## src/rtl/dmxr_pkg.sv

```systemverilog
package dmxr_pkg;

  localparam int SLOTS     = 512;
  localparam int CNT_W     = 10;
  localparam int BANK_W    = 9;
  localparam int STORE_W   = BANK_W + 1;
  localparam int TIMER_W   = 16;
  localparam int CFG_IDX_W = 2;

  localparam logic [TIMER_W-1:0] TIMEOUT_RST = TIMER_W'(1000);
  localparam logic [7:0]         START_CODE  = 8'h00;

  localparam logic [1:0] OP_BYTE = 2'd0;
  localparam logic [1:0] OP_TICK = 2'd1;
  localparam logic [1:0] OP_ACK  = 2'd2;
  localparam logic [1:0] OP_READ = 2'd3;

  localparam logic [CFG_IDX_W-1:0] CFG_ENABLE  = CFG_IDX_W'(0);
  localparam logic [CFG_IDX_W-1:0] CFG_TIMEOUT = CFG_IDX_W'(1);

  typedef struct packed {
    logic [1:0]        operation;
    logic              line_error;
    logic [7:0]        rx_byte;
    logic [BANK_W-1:0] slot_addr;
  } in_item_t;

  typedef struct packed {
    logic       frame_ready;
    logic       signal_present;
    logic [7:0] slot_data;
  } out_item_t;

  typedef struct packed {
    logic               wr;
    logic               rd_ok;
    logic [STORE_W-1:0] addr;
    logic [7:0]         wdata;
    logic               frame_ready;
    logic               signal_present;
  } cmd_t;

endpackage

```

## src/rtl/dmxr_queue.sv

```systemverilog
module dmxr_queue (
  input  logic           clk,
  input  logic           rst_n,
  input  logic           push,
  input  dmxr_pkg::cmd_t din,
  input  logic           pop,
  output dmxr_pkg::cmd_t dout,
  output logic           empty,
  output logic           full
);

  dmxr_pkg::cmd_t entry_r [2];
  logic           wr_ptr_r, wr_ptr_nxt;
  logic           rd_ptr_r, rd_ptr_nxt;
  logic [1:0]     cnt_r, cnt_nxt;

  assign empty = cnt_r == 2'd0;
  assign full  = cnt_r == 2'd2;
  assign dout  = entry_r[rd_ptr_r];

  always_comb begin
    wr_ptr_nxt = push ? ~wr_ptr_r : wr_ptr_r;
    rd_ptr_nxt = pop ? ~rd_ptr_r : rd_ptr_r;
    cnt_nxt    = cnt_r + {1'b0, push} - {1'b0, pop};
  end

  always_ff @(posedge clk) begin
    if (push) begin
      entry_r[wr_ptr_r] <= din;
    end
  end

  always_ff @(posedge clk) begin
    if (!rst_n) begin
      wr_ptr_r <= 1'b0;
      rd_ptr_r <= 1'b0;
      cnt_r    <= 2'd0;
    end else begin
      wr_ptr_r <= wr_ptr_nxt;
      rd_ptr_r <= rd_ptr_nxt;
      cnt_r    <= cnt_nxt;
    end
  end

endmodule

```

## config.mk

```make
export PLATFORM = sky130hd
export DESIGN_NAME = dmxr_queue
export DESIGN_NICKNAME = d
export VERILOG_FILES = /design/src/rtl/dmxr_pkg.sv /design/src/rtl/dmxr_queue.sv
export SDC_FILE = /design/constraint.sdc
export NUM_CORES = 1
export LEC_CHECK = 0
export BUFFER_PORTS_ARGS = -buffer_cell sky130_fd_sc_hd__buf_4
export CAP_MARGIN = 10
export CORE_ASPECT_RATIO = 0.9
export CORE_MARGIN = 2
export CORE_UTILIZATION = 45
export CTS_BUF_LIST = sky130_fd_sc_hd__clkbuf_8
export DETAILED_ROUTE_END_ITERATION = 12
export GPL_ROUTABILITY_DRIVEN = 0
export PLACE_DENSITY = 0.69
export SLEW_MARGIN = 10
export SYNTH_ARGS = -nofsm -noshare
export SYNTH_HDL_FRONTEND = slang
export SYNTH_SLANG_ARGS = --single-unit
```

## constraint.sdc

```tcl
create_clock -name clk -period 2.44 [get_ports clk]
set_input_delay 0.366 -clock clk [delete_from_list [all_inputs] [get_ports clk]]
set_output_delay 0.366 -clock clk [all_outputs]
set_load 0.005 [all_outputs]
```

Yosys cells after proc, flatten, opt, wreduce, memory -nomap -nowiden. Memories as Yosys holds them, arrays and structs flattened. A register that Yosys moved wholly into a read port is not among the register bits. Cells that the tools add are included. W data, S select, Z words.

Register bits: 4. Bits in latches: 0. RAM bits: 44. ROM bits: 0. Input port bits: 26. Output and inout port bits: 24. Logic and storage cells: 14. Memories kept: 1.

Memory list: entry_r (words 2, bits a word 22, read ports 1, clocked after Yosys merged registers in 1, wr ports 1, RTL line dmxr_queue.sv:12) `dmxr_pkg::cmd_t entry_r [2];`.

$add $sub $neg: 2. Multipliers: 0. Div/mod/pow operators: 0. Magnitude comparators: 0. Equal/unequal tests: 1. Shift-type cells: 0. Multiplexer cells: 4. Bitwise logic cells: 2. Reductions and logical operators: 1.

Operator list (count): $mux W1 (4); $add A2 B1 Y2 (1); $eq A2 B2 Y1 const B (1); $logic_not A2 Y1 (1); $not A1 Y1 (2); $sub A2 B1 Y2 (1).

Longest topological paths before layout.
Depth in word-level cells: 3. Mapped depth: 6. Mapped depth without buffers: 6.

Worst setup path after synthesis. OpenSTA, ideal clock, no wires.

Path kind: input-to-reg. Start point: input push. End point: memory entry_r[0][0] in the netlist's numbering (enable). Setup time: 0.405 ns. Arrival time: 1.417 ns. Required time: 2.035 ns. Path slack: 0.618 ns. Cell stages on the path: 1. Path buffers: 0. Cells stage by stage: nor2b_1.

Cells in the longest elaborated chain, start to end: 2.

RTL lines: from (decl) (RTL line dmxr_queue.sv:4) `input logic push,`; $mux W1 (RTL line dmxr_queue.sv:28) `if (push) begin`; $mux W1 (implied by the code) (RTL line dmxr_queue.sv:29) `entry_r[wr_ptr_r] <= din;`; to (decl) (RTL line dmxr_queue.sv:12).

No other way between the ends.

==> impl_metrics.tcl <==
set metrics [dict create \
    status "finished clean" \
    setup_viol 0 \
    path_class "register to output pin" \
    numCtsBuffers 5 \
    start_util 0.4802 \
    final_cell_mix "buf_4 (52), edfxtp_1 (44), mux2_2 (22), dfxtp_1 (5), clkbuf_8 (5)" \
    fmax_ghz 0.5623 \
    post_synth.cell_area_avg_um2 20.41 \
    rr_startpoint "cnt_r[0]" \
    viasPerCell 4.746 \
    rrSetupSlack_ps 1200 \
    cp.required_ps 2070 \
    drc 0 \
    synth_cell_types 12 \
    holdWs_ps 246.7 \
    finalCriticalPeriod_ps 1778 \
    io_buffers 49 \
    cpPeakStageDelay_ps 390 \
    grt_pass1_wl_um 4402 \
    clk_latency_ps 300 \
    wl_um 2812 \
    cp_max_fo 22 \
    crit_cells 3 \
    startpoint_type "register" \
    syn-num-nets 117 \
    power_density_nw_per_um2 749.2 \
    endpoint "dout[17]" \
    max-slew-margin-rel 0.7949 \
    clock_skew_ps 12.02 \
    synth-seq-cells 49 \
    vdd_ir_drop_max_mv 0.4533 \
    core_um2 3784 \
    multi_input_area_um2 367.9 \
    rr_worst_depth 6 \
    final_util 0.6217 \
    diodes 0 \
    ctsResizeCount 0 \
    cts_buffer_depth 2 \
    path_delay_family "buffers and inverters" \
    syn_inst 89 \
    instances_no_fill 193 \
    dieHeight_um 64.28 \
    regArea_um2 1421 \
    cap_violations 0 \
    num_io_pins 50 \
    row_count 21 \
    cts_setup_buffers 0 \
    grt_max_degree 24 \
    drt_iter0_drc 24 \
    cts-hold-fix-buffers 0 \
    finalHoldViolations 0 \
    first_pass_iters 3 \
    worst_slew_pin_slew_ps 307.6 \
    die-area_um2 4562 \
    rsz0062_at_grt "no" \
    tritoncts "done" \
    dp.cells 185 \
    cp.arrival_ps 1410 \
    area_delta_synth_final_pct 29.48 \
    rr_endpoint "cnt_r[1]" \
    drive_above_1_share 0.5578 \
    holdPathStages 1 \
    first_global_vias 958 \
    overflow 0 \
    final_max_slew_viol_count 0 \
    fillers 292 \
    nets 174 \
    hold_path_class "input port to register" \
    drtAntennaViolNets 0 \
    critPathSlowestCell "mux2_2" \
    vias 916 \
    htree_levels 2 \
    cts.sinks 49 \
    cp_common_cell "buf_4" \
    crit_chain "buf_4 > mux2_2 > buf_4" \
    critical_path_buf_inv_count 2 \
    fin_tns_setup_ps 0 \
    period_share 0.7289 \
    worst_setup_path_end_kind "output pin" \
    dp_hpwl_um 1973 \
    root_buffer "clkbuf_8" \
    grt_usage 0.1283 \
    antenna_found_initial 0 \
    ys_seq_area_frac 0.7824 \
    ys_warn_count 0 \
    clk_pin_slew_worst_paths_ps 90 \
    wl_per_cell_um 14.57 \
    final_common_cell "buf_4" \
    synthesis.area_um2 1817 \
    die_w_um 70.98 \
    p_leak_nw 0.9137 \
]
kinds of logic (layout without fill, tap and decap cells):
logic type | Yosys count | count (layout) | share of synthesized area
AOI/OAI and AO/OA | 1 | 1 | 0.004134
buffers and inverters | 4 | 62 | 0.01653
xor gates and xnor gates | 2 | 2 | 0.01722
muxes | 22 | 22 | 0.1364
and+or+nand+nor | 9 | 9 | 0.02961
adders and majority gates | 2 | 2 | 0.01377
DFF | 49 | 49 | 0.7824
metal layers:
| layer | vias to the layer above | part of all wire | track usage |
|---|---|---|---|
| met4 | 0 | 0.0075 | 0.03538 |
| li1 | 449 | - | - |
| met1 | 435 | 0.42 | 0.1474 |
| met5 | - | 0 | 0 |
| met3 | 2 | 0.073 | 0.05363 |
| met2 | 30 | 0.50 | 0.2208 |
flip-flops by register name, summed over array words and instances, names as in the netlist, named ones only:
register	count
cnt_r	2
wr_ptr_r	1
entry_r	44
rd_ptr_r	1
synth_stat cells:
master,count,area (um^2)
and2_1,4,25.02
buf_6,2,22.52
xor2_1,1,8.760
nor2b_1,4,25.02
mux2_2,22,247.7
dfxtp_1,5,100.1
edfxtp_1,44,1321
ha_1,2,25.02
nor2_1,1,3.750
o21a_1,1,7.510
xnor3_1,1,22.52
inv_1,2,7.510
where the power goes:
group	switching, mW	internal, mW
clock network	0.242	0.300
logic	0.0890	0.148
registers	0.0164	0.967
how the worst min path moves through the flow:
stage                 start        endpoint
floorplan            din[0]   entry_r[0][0]
global placement     din[2]   entry_r[0][2]
detailed placement  din[11]  entry_r[1][11]
CTS                 din[11]  entry_r[0][11]
global route        din[11]  entry_r[0][11]
finish              din[11]  entry_r[1][11]
cell type report:
cell class                      count  area share
Sequential cell                    49      0.6043
Clock inverter                      3     0.01649
Clock buffer                        5     0.02926
Timing Repair Buffer               52      0.1660
Inverter                            2    0.003191
Multi-Input combinational cell     36      0.1564
Tap cell                           46     0.02447
stage by stage:
stage / worst slack, ps / total power, mW / instance area [um^2]
floorplan: 617.9 / 1.117 / 1817
global placement: 983.3 / 1.235 / 2245
detailed placement: 970.3 / 1.245 / 2245
CTS: 643.3 / 1.782 / 2352
global route: 599.7 / 1.834 / 2352
finish: 661.6 / 1.762 / 2352
Note: power is estimated with default switching activity, not from simulation.
