===== config.mk =====
export PLATFORM = sky130hd
export DESIGN_NAME = dmxr_front
export DESIGN_NICKNAME = d
export VERILOG_FILES = /design/src/rtl/dmxr_pkg.sv /design/src/rtl/dmxr_front.sv
export SDC_FILE = /design/constraint.sdc
export NUM_CORES = 1
export LEC_CHECK = 0
export ABC_AREA = 1
export BUFFER_PORTS_ARGS = -buffer_cell sky130_fd_sc_hd__buf_2
export CAP_MARGIN = 20
export CORE_MARGIN = 2
export CORE_UTILIZATION = 50
export CTS_BUF_LIST = sky130_fd_sc_hd__clkbuf_16
export CTS_CLUSTER_SIZE = 20
export DETAILED_ROUTE_END_ITERATION = 16
export HOLD_SLACK_MARGIN = 0.08
export PLACE_DENSITY = 0.71
export SYNTH_ARGS = -nofsm -noshare
export SYNTH_HDL_FRONTEND = slang
export SYNTH_SLANG_ARGS = --single-unit

===== constraint.sdc =====
create_clock -name clk -period 3.5 [get_ports clk]
set_clock_uncertainty 0.15 [all_clocks]
set_input_delay 0.175 -clock clk [delete_from_list [all_inputs] [get_ports clk]]
set_output_delay 0.175 -clock clk [all_outputs]
set_load 0.01 [all_outputs]

===== src/rtl/dmxr_pkg.sv =====
package dmxr_pkg;

  localparam int SLOTS     = 512;
  localparam int CNT_W     = 10;
  localparam int BANK_W    = 9;
  localparam int STORE_W   = BANK_W + 1;
  localparam int TIMER_W   = 16;
  localparam int CFG_IDX_W = 2;

  localparam logic [TIMER_W-1:0] TIMEOUT_RST = TIMER_W'(1000);
  localparam logic [7:0]         START_CODE  = 8'h00;

  localparam logic [1:0] OP_BYTE = 2'd0;
  localparam logic [1:0] OP_TICK = 2'd1;
  localparam logic [1:0] OP_ACK  = 2'd2;
  localparam logic [1:0] OP_READ = 2'd3;

  localparam logic [CFG_IDX_W-1:0] CFG_ENABLE  = CFG_IDX_W'(0);
  localparam logic [CFG_IDX_W-1:0] CFG_TIMEOUT = CFG_IDX_W'(1);

  typedef struct packed {
    logic [1:0]        operation;
    logic              line_error;
    logic [7:0]        rx_byte;
    logic [BANK_W-1:0] slot_addr;
  } in_item_t;

  typedef struct packed {
    logic       frame_ready;
    logic       signal_present;
    logic [7:0] slot_data;
  } out_item_t;

  typedef struct packed {
    logic               wr;
    logic               rd_ok;
    logic [STORE_W-1:0] addr;
    logic [7:0]         wdata;
    logic               frame_ready;
    logic               signal_present;
  } cmd_t;

endpackage


===== src/rtl/dmxr_front.sv =====
module dmxr_front (
  input  logic                                clk,
  input  logic                                rst_n,
  input  logic                                in_valid,
  output logic                                in_stall,
  input  dmxr_pkg::in_item_t                  in_item,
  input  logic                                cfg_valid,
  output logic                                cfg_ready,
  input  logic [dmxr_pkg::CFG_IDX_W-1:0]      cfg_index,
  input  logic [dmxr_pkg::TIMER_W-1:0]        cfg_data,
  input  logic                                q_full,
  output logic                                q_push,
  output dmxr_pkg::cmd_t                      q_cmd
);

  logic                          enable_r, enable_nxt;
  logic [dmxr_pkg::TIMER_W-1:0]  timeout_r, timeout_nxt;
  logic [dmxr_pkg::CNT_W-1:0]    slot_cnt_r, slot_cnt_nxt;
  logic                          ready_r, ready_nxt;
  logic [dmxr_pkg::TIMER_W-1:0]  timer_r, timer_nxt;
  logic                          bank_r, bank_nxt;
  logic                          accept;
  logic                          cfg_wr;
  logic [dmxr_pkg::CNT_W-1:0]    pos;

  assign in_stall  = q_full;
  assign cfg_ready = 1'b1;
  assign accept    = in_valid && !q_full;
  assign cfg_wr    = cfg_valid && cfg_ready;
  assign pos       = slot_cnt_r - dmxr_pkg::CNT_W'(1);

  always_comb begin
    enable_nxt   = enable_r;
    timeout_nxt  = timeout_r;
    slot_cnt_nxt = slot_cnt_r;
    ready_nxt    = ready_r;
    timer_nxt    = timer_r;
    bank_nxt     = bank_r;
    q_cmd.wr     = 1'b0;
    q_cmd.rd_ok  = 1'b0;
    q_cmd.addr   = {bank_r, in_item.slot_addr};
    q_cmd.wdata  = in_item.rx_byte;
    if (cfg_wr) begin
      unique case (cfg_index)
        dmxr_pkg::CFG_ENABLE: begin
          enable_nxt   = cfg_data[0];
          ready_nxt    = 1'b0;
          slot_cnt_nxt = dmxr_pkg::CNT_W'(dmxr_pkg::SLOTS);
          timer_nxt    = timeout_r;
        end
        dmxr_pkg::CFG_TIMEOUT: begin
          timeout_nxt = cfg_data;
        end
        default: begin
        end
      endcase
    end else if (accept) begin
      unique case (in_item.operation)
        dmxr_pkg::OP_BYTE: begin
          if (enable_r) begin
            if (in_item.line_error) begin
              slot_cnt_nxt = '0;
            end else if (slot_cnt_r == '0) begin
              if (in_item.rx_byte == dmxr_pkg::START_CODE) begin
                timer_nxt = timeout_r;
                if (!ready_r) begin
                  bank_nxt  = ~bank_r;
                  ready_nxt = 1'b1;
                end
                slot_cnt_nxt = dmxr_pkg::CNT_W'(1);
              end else begin
                slot_cnt_nxt = dmxr_pkg::CNT_W'(dmxr_pkg::SLOTS);
              end
            end else if (slot_cnt_r < dmxr_pkg::CNT_W'(dmxr_pkg::SLOTS)) begin
              q_cmd.wr     = 1'b1;
              q_cmd.addr   = {~bank_r, pos[dmxr_pkg::BANK_W-1:0]};
              slot_cnt_nxt = slot_cnt_r + dmxr_pkg::CNT_W'(1);
            end
          end
        end
        dmxr_pkg::OP_TICK: begin
          if (timer_r != '0) begin
            timer_nxt = timer_r - dmxr_pkg::TIMER_W'(1);
          end
        end
        dmxr_pkg::OP_ACK: begin
          ready_nxt = 1'b0;
        end
        dmxr_pkg::OP_READ: begin
          q_cmd.rd_ok = {1'b0, in_item.slot_addr} < dmxr_pkg::CNT_W'(dmxr_pkg::SLOTS - 1);
        end
        default: begin
        end
      endcase
    end
    q_cmd.frame_ready    = ready_nxt;
    q_cmd.signal_present = timer_nxt != '0;
  end

  assign q_push = accept && !cfg_wr;

  always_ff @(posedge clk) begin
    if (!rst_n) begin
      enable_r   <= 1'b0;
      timeout_r  <= dmxr_pkg::TIMEOUT_RST;
      slot_cnt_r <= dmxr_pkg::CNT_W'(dmxr_pkg::SLOTS);
      ready_r    <= 1'b0;
      timer_r    <= '0;
      bank_r     <= 1'b0;
    end else begin
      enable_r   <= enable_nxt;
      timeout_r  <= timeout_nxt;
      slot_cnt_r <= slot_cnt_nxt;
      ready_r    <= ready_nxt;
      timer_r    <= timer_nxt;
      bank_r     <= bank_nxt;
    end
  end

endmodule


Yosys cells after proc, flatten, opt, wreduce, memory -nomap -nowiden
Index checks and enable logic that the tools add are counted.
{"block": "totals", "reg_bits": 45, "inputBits": 43, "output_inout_bits": 25, "word_cells": 77}
{"block": "classes", "n_addsub": 3, "magnitude_cmp": 2, "n_eq_ne": 5, "n_mux": 39, "bitwise_logic": 4, "n_reduce_logical": 18}
{"cell": "10-bit two-way mux", "n": 14}
{"cell": "16-bit two-way mux", "n": 8}
{"cell": "16-bit case mux with 2 select lines", "n": 1}
{"cell": "16-bit nonzero test", "n": 2}
{"cell": "12-bit two-way mux", "n": 2}
{"cell": "16-bit by 1-bit subtractor with 16-bit output, second input constant", "n": 1}
{"cell": "1-bit two-way mux", "n": 13}
{"cell": "10-bit by 1-bit adder with 10-bit output, second input constant", "n": 1}
{"cell": "10-bit zero test", "n": 1}
{"cell": "10-bit less-than comparator, second input constant", "n": 1}
{"cell": "9-bit less-than comparator, second input constant", "n": 1}
{"cell": "9-bit by 1-bit subtractor with 9-bit output, second input constant", "n": 1}
{"cell": "8-bit zero test", "n": 1}
{"cell": "8-bit AND reduction", "n": 1}
{"cell": "2-bit nonzero test", "n": 3}
{"cell": "5-bit AND reduction", "n": 1}
{"cell": "2-bit by 1-bit == test with 1-bit output, second input constant", "n": 2}
{"cell": "2-bit == test, second input constant", "n": 2}
{"cell": "2-bit zero test", "n": 2}
{"cell": "1-bit inverter", "n": 4}
{"cell": "2-bit AND reduction", "n": 2}
{"cell": "4-bit nonzero test", "n": 1}
{"cell": "1-bit logical AND", "n": 2}
{"cell": "1-bit zero test", "n": 2}
{"cell": "2 further kinds", "n": 2}

Logic depth before layout (Yosys ltp)
Gate-level depths: netlist of run 1.
{"block": "depth", "word_depth": 9, "depth_mapped": 17, "depth_no_buf": 16}

Least setup slack after synthesis of run 1
OpenSTA, ideal clock, no wires.
{"block": "synth_timing", "path_type": "reg2out", "startpoint": "register slot_cnt_r[0] (netlist bit)", "endpoint": "output q_cmd[0] (netlist bit)", "arrival_ns": 1.795, "required_time_ns": 3.175, "slack_ns": 1.380, "stages_incl_launch_ff": 18, "path_buffers": 1, "path_cell_list": "dfxtp_1 inv_1 ha_1 inv_1 nor2_1 nand3_1 nor2_4 nand3_4 nor2_4 buf_6 nand2_1 nand3_1 nand2_1 nand2_1 nor2_1 nand2_1 nor2_1 nand2_1"}
{"item": "from (decl)", "line_no": "dmxr_front.sv:18", "text": "logic [dmxr_pkg::CNT_W-1:0] slot_cnt_r, slot_cnt_nxt;"}
{"item": "from (signal assigned)", "line_no": "dmxr_front.sv:106", "text": "slot_cnt_r <= dmxr_pkg::CNT_W'(dmxr_pkg::SLOTS);"}
{"item": "from (signal assigned)", "line_no": "dmxr_front.sv:113", "text": "slot_cnt_r <= slot_cnt_nxt;"}
{"item": "to (decl)", "line_no": "dmxr_front.sv:13", "text": "output dmxr_pkg::cmd_t q_cmd"}

==> flow_summary.json, run 1 <==
{
  "grt_overflow": 0,
  "ant_nets": 0,
  "postCtsSetupBuffers": 0,
  "gp_congestion": 0.894,
  "synth_ff_type": "dfxtp_1",
  "netlist_top_cells_count": "nand2_1 (150), nor2_1 (78), nand3_1 (66)",
  "dp_hpwl_um": 8010,
  "wirelength_um": 10700,
  "antenna_cells": 0,
  "dpl_cell_area_um2": 3720,
  "grt_antenna_before_repair": 0,
  "min_to": "timeout_r[8]",
  "core_um2": 6760,
  "finalCriticalPeriod_ps": 3010,
  "hp-start": "rst_n",
  "rrSetupSlack_ps": 1110,
  "path_class": "flop to output port",
  "start_util_pct": 51.3,
  "hold_depth": 2,
  "drt_pass1_iterations": 5,
  "rows": 30,
  "ir_drop_uv": 188,
  "tightest_slew_ps": 841,
  "hold_viol": 0,
  "r2r-end": "timer_r[7]",
  "design_area_um2": 4040,
  "cp.required_ps": 3170,
  "syn_inst": 580,
  "netlist_top_cells_area": "dfxtp_1 (26%), nand2_1 (16%), nand3_1 (9.5%)",
  "hold_class": "input port to flop",
  "slew_headroom_pct": 43.8,
  "boundaryPins": 68,
  "critPathMaxFanout": 17,
  "whs_ps": 119,
  "p_leak_nw": 1.99,
  "worstPathArrival_ps": 2690,
  "power.density_nw_per_um2": 362,
  "cts_root_buf": "clkbuf_16",
  "cp_slowest_cell": "nor2_4",
  "ys_warn_count": 0,
  "worst_r2r_path_depth": 12,
  "cts_max_level": 2,
  "synth_seq_cells": 45,
  "outcome": "finished clean",
  "cp-start-kind": "flop",
  "num_vias": 4078,
  "synth_area_um2": 3470,
  "syn_to_final_growth_pct": 16.6,
  "setup_violations": 0,
  "rr_startpoint": "slot_cnt_r[0]",
  "syn_nets": 628,
  "portBuffers": 66,
  "worstSetupEndpointType": "output port",
  "clk_pin_slew_ps": 60,
  "finalCritPeriodShare_pct": 86.1,
  "clockBufferDepth": 2,
  "synth_edf_count": 0,
  "cts_buffers": 5,
  "stdcell_count": 723,
  "finish.utilization_pct": 59.8,
  "slew_violations": 0,
  "die_w_um": 87.3,
  "crit_path_max_incr_delay_ps": 410,
  "grt_pass1_wl_um": 17400,
  "die_h_um": 87.3,
  "drc": 0,
  "nets": 690,
  "crit_path_frequent_cell": "nand2_1",
  "crit_chain": "inv_1, ha_1, inv_1, nor2_1, nand3_1, nor2_4, nand3_4, nor2_4, nand2_1, nand3_1, nand2_1, nand2_1, nor2_1, nand2_1, nor2_1, nand2_1, buf_2",
  "drv_cap": 0,
  "netlist-cell-type-count": 37,
  "async_flop_share_pct": 0,
  "fmaxAchievable_mhz": 332,
  "rsz0062_at_grt": "no",
  "synth_largest_area_cell": "dfxtp_1",
  "cts_tree": "yes",
  "track_usage_pct": 29.0,
  "avgViaCountPerCell": 5.64,
  "grt_max_degree": 23,
  "clk_latency_ps": 290,
  "placed_cells": 699,
  "synth_top_area_share_pct": 26.0,
  "seq_area_frac_synth_pct": 26.0,
  "die-area_um2": 7610,
  "clock_sinks": 45,
  "cp_num_buf_inv": 3,
  "synth_most_common_cell": "nand2_1",
  "fin_setup_tns_ps": 0,
  "grt_pass1_vias": 3650,
  "dr.first_iter.drc_count": 333,
  "crit_family": "simple AND/OR/NAND/NOR gates",
  "wl_per_cell_um": 14.8,
  "syn_area_per_cell_um2": 5.98,
  "layout-drive-gt1-share_pct": 15.4
}
==> per-layer routing <==
metal  global-route usage [%]  share of wire, %
met5                        0                 0
met2                     46.8                46
met3                     3.32               7.7
met4                     7.13               1.5
met1                     41.1                45
==> where the power goes <==
part	switching, mW	internal (mW)	leakage, nW
Sequential	0.0289	0.534	0.367
Combinational	0.232	0.129	1.54
Clock	0.205	0.332	0.0826
Total	0.466	0.996	1.99
==> stage by stage <==
stage	total power, mW	worst slack [ps]
floorplan	0.816	1380
global placement	0.908	888
detailed placement	0.912	840
CTS	1.46	537
global route	1.53	191
finish	1.46	486
==> registers in the layout, summed over array words and instances, names as in the netlist <==
register,flops
ready_r,1
bank_r,1
timeout_r,16
slot_cnt_r,10
enable_r,1
timer_r,16
==> what timing repair did <==
action                                 4_1_cts  5_1_grt
hold buffers                                16        0
resized for setup                            0        0
endpoints found under the hold margin       17        0
==> final cells by class <==
| cell class | instances | area, um^2 |
|---|---|---|
| fill | 680 | 2720 |
| multi-input combinational | 448 | 2160 |
| sequential | 45 | 901 |
| timing repair buffer | 83 | 498 |
| inverter | 59 | 221 |
| clock buffer | 5 | 125 |
| tap | 80 | 100 |
| clock inverter | 3 | 37.5 |
==> logic make-up after synthesis <==
group / synth area share [%]
other: 0.108
adders and majority gates: 1.81
xor gates and xnor gates: 2.02
DFF: 26.0
buffers and inverters: 11.8
AOI/OAI and AO/OA: 13.5
and+or+nand+nor: 44.5
muxes: 0.289
==> how the worst max path moves through the flow <==
| stage | from | end | slack (ps) | cells past startpoint |
|---|---|---|---|---|
| global route | slot_cnt_r[0] | q_cmd[0] | 190 | 17 |
| global placement | slot_cnt_r[0] | q_cmd[0] | 890 | 17 |
| floorplan | slot_cnt_r[0] | q_cmd[0] | 1380 | 17 |
| CTS | slot_cnt_r[0] | q_cmd[0] | 540 | 17 |
| detailed placement | slot_cnt_r[0] | q_cmd[0] | 840 | 17 |
| finish | slot_cnt_r[0] | q_cmd[0] | 490 | 17 |
==> cell usage in the layout, fill, tap and decap left out, types with 4 or more instances in the layout <==
cell / n
a21oi_1: 35
buf_2: 66
clkbuf_16: 5
clkinv_1: 4
dfxtp_1: 45
dlygate4sd3_1: 16
ha_1: 5
inv_1: 52
inv_2: 5
nand2_1: 150
nand2_2: 8
nand3_1: 66
nand4_1: 18
nor2_1: 78
nor2_2: 6
nor3_1: 9
nor4_1: 4
o211ai_1: 9
o21ai_0: 36
xor2_1: 7
Power figures use the tool's default switching activity.
==> inputs of run 2 (changes only) <==
CORE_UTILIZATION = 48   (was 50)
GPL_ROUTABILITY_DRIVEN = 0   (was unset)
==> flow_summary.json, run 2 (synthesized netlist as in run 1, its figures left out) <==
{
  "grt_pass1_vias": 3484,
  "power.total_mw": 1.39,
  "cts_max_level": 2,
  "power.density_nw_per_um2": 343,
  "start_util_pct": 50.2,
  "place_ws_ps": 865,
  "stdcell_count": 740,
  "cts_hold_buf": 16,
  "boundaryPins": 68,
  "worstSetupStartpoint": "slot_cnt_r[0]",
  "grt_overflow": 0,
  "grt_pass1_wl_um": 16800,
  "clockBufferDepth": 2,
  "use_met3_pct": 5.17,
  "sw_frac_of_total_pct": 33.3,
  "finalCriticalPeriod_ps": 3000,
  "track_usage_pct": 27.1,
  "finish.utilization_pct": 58.6,
  "cts_tree": "yes",
  "comb_power_share_pct": 25.6,
  "die_h_um": 89.0,
  "multi_input_area_um2": 2160,
  "wl_per_cell_um": 14.1,
  "drc": 0,
  "setup_violations": 0,
  "layout-drive-gt1-share_pct": 15.8,
  "worstSetupEndpointType": "output port",
  "final_cell_mix": "nand2_1 (150), nor2_1 (78), nand3_1 (66), buf_2 (66), inv_1 (51)",
  "postCtsSetupBuffers": 0,
  "cts_buffers": 5,
  "cp.required_ps": 3170,
  "pwr-share-seq_pct": 40.6,
  "ir_drop_uv": 253,
  "drt_pass1_iterations": 5,
  "ant_nets": 0,
  "rsz0062_at_grt": "no",
  "seq_area_um2": 901,
  "p_leak_nw": 1.98,
  "grt_max_degree": 23,
  "grt_antenna_before_repair": 0,
  "wirelength_um": 10400,
  "cts_resized": 0,
  "whs_ps": 140,
  "slew_violations": 0,
  "tightest_slew_ps": 645,
  "dp_hpwl_um": 7640,
  "antenna_cells": 0,
  "dpl_cell_area_um2": 3740,
  "met1_usage_pct": 39.2,
  "power.share.clock_pct": 33.8,
  "critPathMaxFanout": 17,
  "syn_to_final_growth_pct": 16.8,
  "clk_pin_slew_ps": 70,
  "slew_headroom_pct": 56.9,
  "p_int_mw": 0.926,
  "rr_startpoint": "slot_cnt_r[0]",
  "final_common_cell": "nand2_1",
  "hp-start": "rst_n",
  "portBuffers": 66,
  "largestRegisters": "timeout_r: 16 flops, timer_r: 16 flops, slot_cnt_r: 10 flops",
  "final.fill_count": 702,
  "finalWorstSetupSlack_ps": 497,
  "design_area_um2": 4050,
  "rows": 30,
  "dr.first_iter.drc_count": 421,
  "nets": 691,
  "die_w_um": 89.0,
  "finalCritPeriodShare_pct": 85.8,
  "outcome": "finished clean",
  "hold_class": "input port to flop",
  "clock_sinks": 45,
  "placed_cells": 716,
  "grt_most_used_layer": "met2",
  "cp-start-kind": "flop",
  "path_class": "flop to output port",
  "num_vias": 4042,
  "clk_latency_ps": 290,
  "switching_power_mw": 0.463,
  "fmaxAchievable_mhz": 333,
  "fin_setup_tns_ps": 0,
  "hold_viol": 0,
  "worstPathArrival_ps": 2680,
  "die-area_um2": 7920,
  "avgViaCountPerCell": 5.46,
  "core_um2": 6910,
  "use_met2_pct": 41.7,
  "drv_cap": 0,
  "cts_root_buf": "clkbuf_16"
}
run 2: cell types whose count changed in the layout (fill, tap and decap cells not counted), sizes merged:
cell,change
clkinvlp,+1
inv,-1
bufinv,-1
buf,+1
clkinv,+1
run 2: worst max-delay path, stage by stage (launching register included):
cell	delay, ps
dfxtp_1	350
inv_1	150
ha_1	180
inv_1	40
nor2_1	80
nand3_1	110
nor2_4	160
nand3_4	220
nor2_4	400
nand2_1	90
nand3_1	80
nand2_1	70
nand2_1	80
nor2_1	50
nand2_1	70
nor2_1	60
nand2_1	60
buf_2	130
run 2: layout make-up:
class | instances | area share (%)
clock buffer | 5 | 3.09
clock inverter | 3 | 0.433
inverter | 59 | 5.47
multi-input combinational | 448 | 53.3
sequential | 45 | 22.3
tap | 96 | 2.97
timing repair buffer | 84 | 12.5
run 2: worst paths after layout:
path | end | slack (ps) | depth (start not counted)
min reg2reg | slot_cnt_r[1] | 340 | 2
max reg2reg | timer_r[9] | 1140 | 12
max | q_cmd[0] | 500 | 17
min | timeout_r[3] | 140 | 2
run 2: routing by layer:
| layer | vias to the layer above | wire length [um] |
|---|---|---|
| met4 | 0 | 201 |
| met2 | 181 | 4650 |
| met3 | 19 | 842 |
| li1 | 2027 | - |
| met5 | - | 0 |
| met1 | 1815 | 4730 |
run 2: power groups by stage:
stage / combinational [mW] / clock (mW) / sequential [mW]
after global routing: 0.401 / 0.493 / 0.566
final: 0.356 / 0.469 / 0.564
after global placement: 0.330 / 0 / 0.573
after detailed placement: 0.334 / 0 / 0.573
after CTS: 0.350 / 0.469 / 0.561
after floorplan: 0.254 / 0 / 0.562
==> inputs of run 3 (changes only) <==
CORE_MARGIN = unset   (was 2)
GPL_TIMING_DRIVEN = 0   (was unset)
==> flow_summary.json, run 3 (synthesized netlist as in run 1, its figures left out) <==
{
  "outcome": "finished clean",
  "path_class": "flop to output port",
  "grt_pass1_wl_um": 18000,
  "finalWorstSetupSlack_ps": 522,
  "cts_max_level": 2,
  "dp_hpwl_um": 8320,
  "rsz0062_at_grt": "no",
  "grt_overflow": 0,
  "cp-start-kind": "flop",
  "power.density_nw_per_um2": 356,
  "portBuffers": 65,
  "hold_viol": 0,
  "grt_pass1_vias": 3751,
  "finalCritPeriodShare_pct": 85.1,
  "p_leak_nw": 2.09,
  "drc": 0,
  "dr.first_iter.drc_count": 381,
  "critPathMaxFanout": 10,
  "die_h_um": 87.0,
  "worstSetupEndpointType": "output port",
  "clock_sinks": 45,
  "worstPathArrival_ps": 2650,
  "clockBufferDepth": 2,
  "antenna_cells": 0,
  "multi_input_area_um2": 2160,
  "cp.required_ps": 3170,
  "cts_tree": "yes",
  "layout-drive-gt1-share_pct": 17.9,
  "setup_violations": 0,
  "fin_setup_tns_ps": 0,
  "start_util_pct": 50.5,
  "cts_buffers": 5,
  "core_um2": 6870,
  "slew_violations": 0,
  "grt_max_degree": 17,
  "rows": 30,
  "fmaxAchievable_mhz": 336,
  "clk_pin_slew_ps": 70,
  "place_ws_ps": 913,
  "wl_per_cell_um": 14.3,
  "postCtsSetupBuffers": 0,
  "tightest_slew_ps": 641,
  "die-area_um2": 7560,
  "boundaryPins": 68,
  "slew_headroom_pct": 57.3,
  "grt_antenna_before_repair": 0,
  "drt_pass1_iterations": 6,
  "final_common_cell": "nand2_1",
  "nets": 716,
  "final.fill_count": 682,
  "final_cell_mix": "nand2_1 (150), nor2_1 (78), buf_2 (71)",
  "hold_class": "input port to flop",
  "seq_area_um2": 901,
  "ant_nets": 0,
  "die_w_um": 87.0,
  "num_vias": 4139,
  "largestRegisters": "timeout_r: 16 flops, timer_r: 16 flops, slot_cnt_r: 10 flops",
  "wirelength_um": 11000,
  "finalCriticalPeriod_ps": 2980,
  "clk_latency_ps": 290,
  "avgViaCountPerCell": 5.41,
  "ir_drop_uv": 251,
  "syn_to_final_growth_pct": 22.5,
  "drv_cap": 0,
  "cts_root_buf": "clkbuf_16",
  "track_usage_pct": 30.7
}
[run 3: timing repair]
item                                   4_1_cts  5_1_grt
gates resized for setup                      0        0
hold buffers                                16        0
endpoints found under the hold margin       17        0
[run 3: path summary, 6_finish.rpt]
check           startpoint             to  slack, ps  depth (start not counted)
min reg2reg         bank_r         bank_r        340                          2
min                  rst_n  slot_cnt_r[2]        170                          3
max reg2reg  slot_cnt_r[0]     timer_r[5]       1190                         15
max          slot_cnt_r[0]       q_cmd[0]        520                         18
[run 3: stage by stage]
step                      utilization (%)  total power [mW]  hold WS (ps)  area, um^2  cells
after floorplan                         -             0.816           151        3470    580
after global routing                 61.8              1.59           188        4250    765
after detailed placement             56.9             0.928           241        3910    741
final                                61.8              1.51           174        4250    765
after global placement               56.9             0.922           239        3910    741
after CTS                            61.8              1.51           162        4250    765
[run 3: cell type report]
class / instances / share of cell area (%)
Clock buffer: 5 / 2.95
Tap cell: 96 / 2.83
Multi-Input combinational cell: 448 / 50.8
Timing Repair Buffer: 81 / 11.4
Inverter: 59 / 5.22
Sequential cell: 45 / 21.2
Clock inverter: 3 / 1.18
Buffer: 28 / 4.39
[run 3: power breakdown]
group / total [mW] / internal [mW] / switching (mW)
clock: 0.572 / 0.344 / 0.229
combinational: 0.379 / 0.144 / 0.235
sequential: 0.562 / 0.534 / 0.0280
[run 3: worst max-delay path: stages, from the launching register on]
cell	delay (ps)
dfxtp_1	360
inv_1	160
ha_1	180
inv_1	40
nor2_1	90
nand3_1	110
nor2_4	160
nand3_4	170
nor2_4	230
buf_6	200
nand2_2	50
nand2_1	50
nand2_1	50
nand3_1	120
nor2_1	90
nand2_1	90
nor2_1	50
nand2_1	50
buf_2	120
[run 3: metal layers]
| layer | GRT usage [%] | up-vias | routed length (um) |
|---|---|---|---|
| met5 | 0 | - | 0 |
| met4 | 8.64 | 0 | 150 |
| met3 | 4.08 | 17 | 887 |
| met2 | 50.5 | 187 | 4920 |
| met1 | 42.0 | 1860 | 5000 |
| li1 | - | 2075 | - |
